### src/sv/jdc_pkg.sv
`default_nettype none
// ----------------------------------------------------------------------------
// jdc_pkg: shared types and constants for the JVM descriptor checker
// Parse phases, type contexts, character codes and small phase helpers.
// ----------------------------------------------------------------------------
package jdc_pkg;

    typedef enum logic [9:0] {
        PH_START     = 10'b00_0000_0001,
        PH_ARR_FIELD = 10'b00_0000_0010,
        PH_CLS_FIELD = 10'b00_0000_0100,
        PH_PARAM     = 10'b00_0000_1000,
        PH_ARR_PARAM = 10'b00_0001_0000,
        PH_CLS_PARAM = 10'b00_0010_0000,
        PH_RET       = 10'b00_0100_0000,
        PH_ARR_RET   = 10'b00_1000_0000,
        PH_CLS_RET   = 10'b01_0000_0000,
        PH_DONE      = 10'b10_0000_0000
    } phase_t;

    typedef enum logic [1:0] {
        CTX_FIELD = 2'd0,
        CTX_PARAM = 2'd1,
        CTX_RET   = 2'd2
    } ctx_t;

    typedef struct packed {
        logic       descriptor_valid;
        logic [7:0] arg_slots;
    } result_t;

    localparam logic [7:0] CH_SEMI   = 8'h3B;
    localparam logic [7:0] CH_SLASH  = 8'h2F;
    localparam logic [7:0] CH_LPAREN = 8'h28;
    localparam logic [7:0] CH_RPAREN = 8'h29;
    localparam logic [7:0] CH_DOLLAR = 8'h24;
    localparam logic [7:0] CH_USCORE = 8'h5F;
    localparam logic [7:0] CH_LBRACK = 8'h5B;
    localparam logic [7:0] CH_L      = 8'h4C;
    localparam logic [7:0] CH_V      = 8'h56;
    localparam logic [7:0] CH_B      = 8'h42;
    localparam logic [7:0] CH_C      = 8'h43;
    localparam logic [7:0] CH_D      = 8'h44;
    localparam logic [7:0] CH_F      = 8'h46;
    localparam logic [7:0] CH_I      = 8'h49;
    localparam logic [7:0] CH_J      = 8'h4A;
    localparam logic [7:0] CH_S      = 8'h53;
    localparam logic [7:0] CH_Z      = 8'h5A;
    localparam logic [7:0] CH_HIGH   = 8'h7F;
    localparam logic [7:0] SLOT_MAX  = 8'hFF;

    function automatic phase_t arr_phase(input ctx_t ctx);
        phase_t ph;
        case (ctx)
            CTX_PARAM: ph = PH_ARR_PARAM;
            CTX_RET:   ph = PH_ARR_RET;
            default:   ph = PH_ARR_FIELD;
        endcase
        return ph;
    endfunction

    function automatic phase_t cls_phase(input ctx_t ctx);
        phase_t ph;
        case (ctx)
            CTX_PARAM: ph = PH_CLS_PARAM;
            CTX_RET:   ph = PH_CLS_RET;
            default:   ph = PH_CLS_FIELD;
        endcase
        return ph;
    endfunction

    // A completed parameter returns to the parameter list; anything else ends it.
    function automatic phase_t done_phase(input ctx_t ctx);
        return (ctx == CTX_PARAM) ? PH_PARAM : PH_DONE;
    endfunction

    function automatic logic is_primitive(input logic [7:0] b, input logic float_en);
        return (b == CH_B) || (b == CH_C) || (b == CH_I) || (b == CH_J) ||
               (b == CH_S) || (b == CH_Z) ||
               (float_en && ((b == CH_F) || (b == CH_D)));
    endfunction

endpackage
`default_nettype wire

### src/sv/jdc_parser.sv
`default_nettype none
// ----------------------------------------------------------------------------
// jdc_parser: descriptor grammar state and its per-byte update
// Holds the parse state, advancing it a byte per step; a last byte resets it.
// ----------------------------------------------------------------------------
module jdc_parser #(
    parameter int MAX_ARRAY_DIMS = 255
) (
    input  wire logic            clk,
    input  wire logic            rst_n,
    input  wire logic            step,
    input  wire logic [7:0]      data_byte,
    input  wire logic            last_byte,
    input  wire logic            method_mode,
    input  wire logic            float_en,
    output jdc_pkg::result_t     result
);

    localparam int DEPTH_W = $clog2(MAX_ARRAY_DIMS + 1);
    localparam logic [DEPTH_W-1:0] DEPTH_MAX = DEPTH_W'(MAX_ARRAY_DIMS);

    jdc_pkg::phase_t     phase_reg, phase_next;
    logic [DEPTH_W-1:0]  depth_reg, depth_next;
    logic [7:0]          slots_reg, slots_next;
    logic                failed_reg, failed_next;
    logic                seg_empty_reg, seg_empty_next;

    logic                do_type;
    logic                do_class;
    jdc_pkg::ctx_t       ctx;
    logic [8:0]          slot_sum;
    logic                letter;
    logic                digit;
    logic                valid_now;

    assign letter = ((data_byte >= 8'h61) && (data_byte <= 8'h7A)) ||
                    ((data_byte >= 8'h41) && (data_byte <= 8'h5A));
    assign digit  = (data_byte >= 8'h30) && (data_byte <= 8'h39);

    // Long, and double when floats are on, take two slots.
    assign slot_sum = {1'b0, slots_reg} +
                      (((data_byte == jdc_pkg::CH_J) ||
                        (float_en && (data_byte == jdc_pkg::CH_D))) ? 9'd2 : 9'd1);

    always_comb
    begin
        phase_next     = phase_reg;
        depth_next     = depth_reg;
        slots_next     = slots_reg;
        failed_next    = failed_reg;
        seg_empty_next = seg_empty_reg;
        do_type        = 1'b0;
        do_class       = 1'b0;
        ctx            = jdc_pkg::CTX_FIELD;

        if (!failed_reg)
        begin
            unique case (phase_reg)
                jdc_pkg::PH_START:
                begin
                    if (method_mode)
                    begin
                        if (data_byte == jdc_pkg::CH_LPAREN)
                            phase_next = jdc_pkg::PH_PARAM;
                        else
                            failed_next = 1'b1;
                    end
                    else
                    begin
                        do_type = 1'b1;
                    end
                end
                jdc_pkg::PH_PARAM:
                begin
                    if (data_byte == jdc_pkg::CH_RPAREN)
                        phase_next = jdc_pkg::PH_RET;
                    else
                    begin
                        slots_next = slot_sum[8] ? jdc_pkg::SLOT_MAX : slot_sum[7:0];
                        do_type    = 1'b1;
                        ctx        = jdc_pkg::CTX_PARAM;
                    end
                end
                jdc_pkg::PH_RET:
                begin
                    if (data_byte == jdc_pkg::CH_V)
                        phase_next = jdc_pkg::PH_DONE;
                    else
                    begin
                        do_type = 1'b1;
                        ctx     = jdc_pkg::CTX_RET;
                    end
                end
                jdc_pkg::PH_ARR_FIELD: do_type = 1'b1;
                jdc_pkg::PH_ARR_PARAM:
                begin
                    do_type = 1'b1;
                    ctx     = jdc_pkg::CTX_PARAM;
                end
                jdc_pkg::PH_ARR_RET:
                begin
                    do_type = 1'b1;
                    ctx     = jdc_pkg::CTX_RET;
                end
                jdc_pkg::PH_CLS_FIELD: do_class = 1'b1;
                jdc_pkg::PH_CLS_PARAM:
                begin
                    do_class = 1'b1;
                    ctx      = jdc_pkg::CTX_PARAM;
                end
                jdc_pkg::PH_CLS_RET:
                begin
                    do_class = 1'b1;
                    ctx      = jdc_pkg::CTX_RET;
                end
                default: failed_next = 1'b1;
            endcase
        end

        if (do_type)
        begin
            if (data_byte == jdc_pkg::CH_LBRACK)
            begin
                if (depth_reg >= DEPTH_MAX)
                    failed_next = 1'b1;
                else
                begin
                    depth_next = depth_reg + 1'b1;
                    phase_next = jdc_pkg::arr_phase(ctx);
                end
            end
            else if (data_byte == jdc_pkg::CH_L)
            begin
                seg_empty_next = 1'b1;
                phase_next     = jdc_pkg::cls_phase(ctx);
            end
            else if (jdc_pkg::is_primitive(data_byte, float_en))
            begin
                depth_next = '0;
                phase_next = jdc_pkg::done_phase(ctx);
            end
            else
                failed_next = 1'b1;
        end

        if (do_class)
        begin
            if (data_byte == jdc_pkg::CH_SEMI)
            begin
                if (seg_empty_reg)
                    failed_next = 1'b1;
                else
                begin
                    depth_next = '0;
                    phase_next = jdc_pkg::done_phase(ctx);
                end
            end
            else if (data_byte == jdc_pkg::CH_SLASH)
            begin
                if (seg_empty_reg)
                    failed_next = 1'b1;
                else
                    seg_empty_next = 1'b1;
            end
            else if (digit)
            begin
                if (seg_empty_reg)
                    failed_next = 1'b1;
            end
            else if (letter || (data_byte == jdc_pkg::CH_USCORE) ||
                     (data_byte == jdc_pkg::CH_DOLLAR) || (data_byte >= jdc_pkg::CH_HIGH))
                seg_empty_next = 1'b0;
            else
                failed_next = 1'b1;
        end
    end

    assign valid_now               = !failed_next && (phase_next == jdc_pkg::PH_DONE);
    assign result.descriptor_valid = valid_now;
    assign result.arg_slots        = valid_now ? slots_next : 8'd0;

    always_ff @(posedge clk or negedge rst_n)
    begin
        if (!rst_n)
        begin
            phase_reg     <= jdc_pkg::PH_START;
            depth_reg     <= '0;
            slots_reg     <= '0;
            failed_reg    <= 1'b0;
            seg_empty_reg <= 1'b1;
        end
        else if (step)
        begin
            if (last_byte)
            begin
                phase_reg     <= jdc_pkg::PH_START;
                depth_reg     <= '0;
                slots_reg     <= '0;
                failed_reg    <= 1'b0;
                seg_empty_reg <= 1'b1;
            end
            else
            begin
                phase_reg     <= phase_next;
                depth_reg     <= depth_next;
                slots_reg     <= slots_next;
                failed_reg    <= failed_next;
                seg_empty_reg <= seg_empty_next;
            end
        end
    end

endmodule
`default_nettype wire

### config.mk
export PLATFORM = sky130hd
export DESIGN_NAME = jdc_parser
export DESIGN_NICKNAME = d
export VERILOG_FILES = /design/src/sv/jdc_pkg.sv /design/src/sv/jdc_parser.sv
export SDC_FILE = /design/constraint.sdc
export NUM_CORES = 1
export LEC_CHECK = 0
export BUFFER_PORTS_ARGS = -buffer_cell sky130_fd_sc_hd__buf_2
export CORE_ASPECT_RATIO = 1.25
export CORE_MARGIN = 2
export CORE_UTILIZATION = 45
export CTS_CLUSTER_DIAMETER = 40
export DETAILED_ROUTE_END_ITERATION = 6
export MAX_ROUTING_LAYER = met4
export PLACE_DENSITY = 0.7
export SYNTH_ARGS = -nofsm -noshare
export SYNTH_HDL_FRONTEND = slang
export SYNTH_SLANG_ARGS = --single-unit
### constraint.sdc
create_clock -name clk -period 4.8 [get_ports clk]
set_input_delay 0.72 -clock clk [delete_from_list [all_inputs] [get_ports clk]]
set_output_delay 0.72 -clock clk [all_outputs]
set_load 0.02 [all_outputs]
### After elaboration in Yosys (flattened, before gate mapping)

Cells that the tools add are included.

| storage, ports and cells | value |
|---|---|
| bits in registers | 28 |
| bits of input ports | 14 |
| output and inout port bits | 9 |
| logic and storage cells | 139 |

| cells by class | value |
|---|---|
| add/sub/neg operators | 2 |
| magnitude comparators | 8 |
| equality and inequality tests | 29 |
| mux-type cells | 71 |
| reductions and logical operators | 24 |

Operator list:

| operator | count |
|---|---|
| $mux 10 | 15 |
| $mux 8 | 15 |
| $eq 8x7->1 const B | 12 |
| $eq 8x6->1 const B | 5 |
| $mux 1 | 32 |
| $pmux 10 s3 | 1 |
| $ge 8x7->1 const B | 3 |
| $pmux 9 s2 | 1 |
| $le 8x7->1 const B | 2 |
| $pmux 8 s2 | 1 |
| $logic_or 1x1->1 | 12 |
| $eq 10x1->1 const B | 1 |
| $eq 10x10->1 const B | 1 |
| $eq 10x2->1 const B | 1 |
| $eq 10x3->1 const B | 1 |
| $eq 10x4->1 const B | 1 |
| $eq 10x5->1 const B | 1 |
| $eq 10x6->1 const B | 1 |
| $eq 10x7->1 const B | 1 |
| $eq 10x8->1 const B | 1 |
| $eq 10x9->1 const B | 1 |
| $add 8x2->9 | 1 |
| $add 8x1->8 const B | 1 |
| $ge 8x6->1 const B | 1 |
| 13 further kinds | 22 |

### Logic depth before layout (Yosys ltp)

| logic depth | value |
|---|---|
| word-level depth | 19 |
| gate-level depth with buffers | 15 |
| mapped depth without buffers | 14 |

### Least setup slack after synthesis

Ideal clock, no wire load.

| timing | value |
|---|---|
| path kind | input -> output |
| start | input data_byte[5] |
| end | output result[6] in the netlist's numbering |
| arrival | 3.278 ns |
| data required time | 4.080 ns |
| setup slack | 0.802 ns |
| stages | 12 |
| cells stage by stage | or3b_1 buf_2 nor3_1 and2_1 inv_1 ha_1 fa_1 and3_1 nand2_1 nor3_1 and4b_1 a2111oi_4 |

RTL lines:

| element | line | text |
|---|---|---|
| start, declared | jdc_parser.sv:12 | `input wire logic [7:0] data_byte,` |
| end, declared | jdc_parser.sv:16 | `output jdc_pkg::result_t result` |

==> run metrics <==
first-pass GRT wire length=12800 µm; WS Path Type=input pin to primary output; Setup Viol. Count Final=0; CTS H-tree depth=1; commonest non-fill, non-tap cell in the layout=dfrtp_1; average wire per standard cell=17.1 µm; Starting Density=0.458; clock skew=0.00698 ns; initial antenna violation count=0; Tcrit/Tclk final=0.908; share of layout cells above drive strength 1=0.138; CP peak stage delay=0.41 ns; Worst-Margin Slew=0.747 ns; CORE AREA=6090 µm²; sequential cell area=703 µm²; Root Driver=clkbuf_8; Hold/Removal Path Class=input pin to asynchronous set/reset pin; vias in the first global route=2659; Worst VDD drop=127 µV; #FFs+latches synth=28; Slowest-stage cell, CP=fa_1; cts hold-fix bufs=0; # nets final=376; Synth area leader=dfrtp_1; worst rel slew slack=0.489; maximum clock frequency=0.229 GHz; CTS tree=built; Critical Path RT=4.08 ns; worst r2r dst=phase_reg[3]; CTS Sinks=28; Tmin final=4.36 ns; post-synthesis cell count=349; crit path capture type=primary output; # DRC=0; WL final=7500 µm; routability cong.=0.960; final hold vios=0; GRT Total Usage=0.243; worst path cell trace=buf_2 -> or3b_1 -> nor3_1 -> and2_1 -> inv_1 -> ha_1 -> fa_1 -> and3_1 -> nand2_1 -> inv_1 -> nand4_1 -> nand2b_1 -> a21oi_1 -> nor2_1 -> buf_2; Arr. time, crit path=3.64 ns; DIE AREA=6850 µm²; Post-synth top flop=dfrtp_1; syn_nets=369; Setup TNS=0 ns; total CTS buffers=3; grt ovf=0; Max-Cap Viols=0; synth top area cells=dfrtp_1, o21ai_0, a21oi_1; RSZ-0062 raised after global routing=false; Crit Path Max Fanout=8; PD cells=185 nW/µm²; hold slack=0.455 ns; drt initial violations=182; Setup Buffers After CTS=0; Filler cells=642; flop2flop setup slack=1.23 ns; CP startpoint kind=input pin; Leak=0.00119 µW; reg2reg start=phase_reg[2]; Async SR Flop Fraction=1.00; n_diodes=0; total number of yosys warnings=0; area occupied by multi-input gates=1940 µm²; Rows=32; Routed Antenna Nets=0; chip height=92.0 µm; Power Total=554 µW; via count=2776; Seq/Total Area, Yosys=0.252; largest net degree at the start of global routing=32; Yosys cell types=71; Mapped Area=2790 µm²; clock latency on the worst-skew pair=0.29 ns; clock slew at reported path FFs=0.10 ns; placed instance area=2930 µm²; vias per cell=6.31; Port-buffer cells=22; Max Slew Vio Count=0; die width=74.4 µm; clock buffer depth=2; post-CTS resize count=0; Synth top area share=0.233; drt pass-1 iters=4; worst-case reg-to-reg path depth=13; P&R area growth vs syn=7.18%; hpwl dp=5470 µm; post-route design area=2990 µm²; outcome=finished clean; syn avg cell area=7.99 µm²; max reg flops=10; commonest cells after routing, fill and taps aside=dfrtp_1, o21ai_0, nor2_1, nand2_1, buf_2; I/O pins=23; Post-synth EDFFs=0
[worst max-delay path, delay by kind of cell]
family                     cells  cell delay (ns)
buffers and inverters          4             0.39
adders and majority gates      2             0.61
AOI/OAI and AO/OA              1             0.17
and+or+nand+nor                8             1.75
[cells in the mapped netlist, types with 3 or more instances]
library cell,instances
nor4b_1,3
a32oi_1,3
o31ai_1,4
a21o_1,4
nand4_1,4
and4_1,4
nor3b_1,4
buf_2,3
nor2_1,22
o21ai_0,24
o21a_1,8
a31oi_1,8
o22ai_1,4
nor3_1,14
or4_1,3
xnor2_1,4
nor2b_1,5
nand3b_1,4
a22o_1,4
nor4_1,3
a21oi_1,20
nand2b_1,13
and3_1,9
xor2_1,3
clkbuf_1,19
o2bb2ai_1,5
dfrtp_1,26
a41oi_1,3
a2111oi_0,3
and2_1,7
nand3_1,10
o21bai_1,3
nand2_1,22
ha_1,5
a211oi_1,5
or3_1,6
inv_1,13
[metrics by stage]
| step | setup WS (ns) | std cells | util |
|---|---|---|---|
| 3_3_place_gp | 0.462 | 436 | 0.482 |
| 2_1_floorplan | 0.802 | 349 | - |
| 4_1_cts | 0.427 | 440 | 0.491 |
| 3_5_place_dp | 0.448 | 436 | 0.482 |
| 6_report | 0.441 | 440 | 0.491 |
| 5_1_grt | 0.177 | 440 | 0.491 |
[routing by layer]
metal / vias up / track usage / share of wire
met1: 1349 / 0.315 / 0.45
met5: - / - / 0
li1: 1353 / - / -
met3: 16 / 0.0242 / 0.027
met4: 0 / 0.0878 / 0.019
met2: 58 / 0.389 / 0.50
[area by class of cell]
| type | instances | share of cell area |
|---|---|---|
| repair buffers | 25 | 0.0444 |
| multi-input cells | 285 | 0.650 |
| clock buffers | 4 | 0.0184 |
| inverters | 13 | 0.0163 |
| flip-flops and latches | 28 | 0.235 |
| well taps | 85 | 0.0356 |
[worst max-delay path by stage]
stage	start	to	slack (ns)
after global placement	data_byte[5]	result[1]	0.46
after CTS	data_byte[5]	result[1]	0.43
after floorplan	data_byte[5]	result[6]	0.80
final	data_byte[5]	result[1]	0.44
after detailed placement	data_byte[5]	result[1]	0.45
after global routing	data_byte[5]	result[0]	0.18
[cell families after synthesis]
group	count (synthesis)	synth area share
AND/OR/NAND/NOR	146	0.311
AO/OA/AOI/OAI	124	0.327
buffers and inverters	36	0.0511
flip-flops	28	0.252
XOR/XNOR	7	0.0220
adder cells (fa/ha/maj)	6	0.0296
multiplexers	2	0.00718
[power by group]
part | internal (µW) | switching, µW | leakage (µW) | total (µW)
Sequential | 244 | 16.6 | 0.000383 | 261
Combinational | 53.8 | 85.6 | 0.000775 | 139
Clock | 73.8 | 80.3 | 0.0000288 | 154
Note: power is estimated with default switching activity, not from simulation.
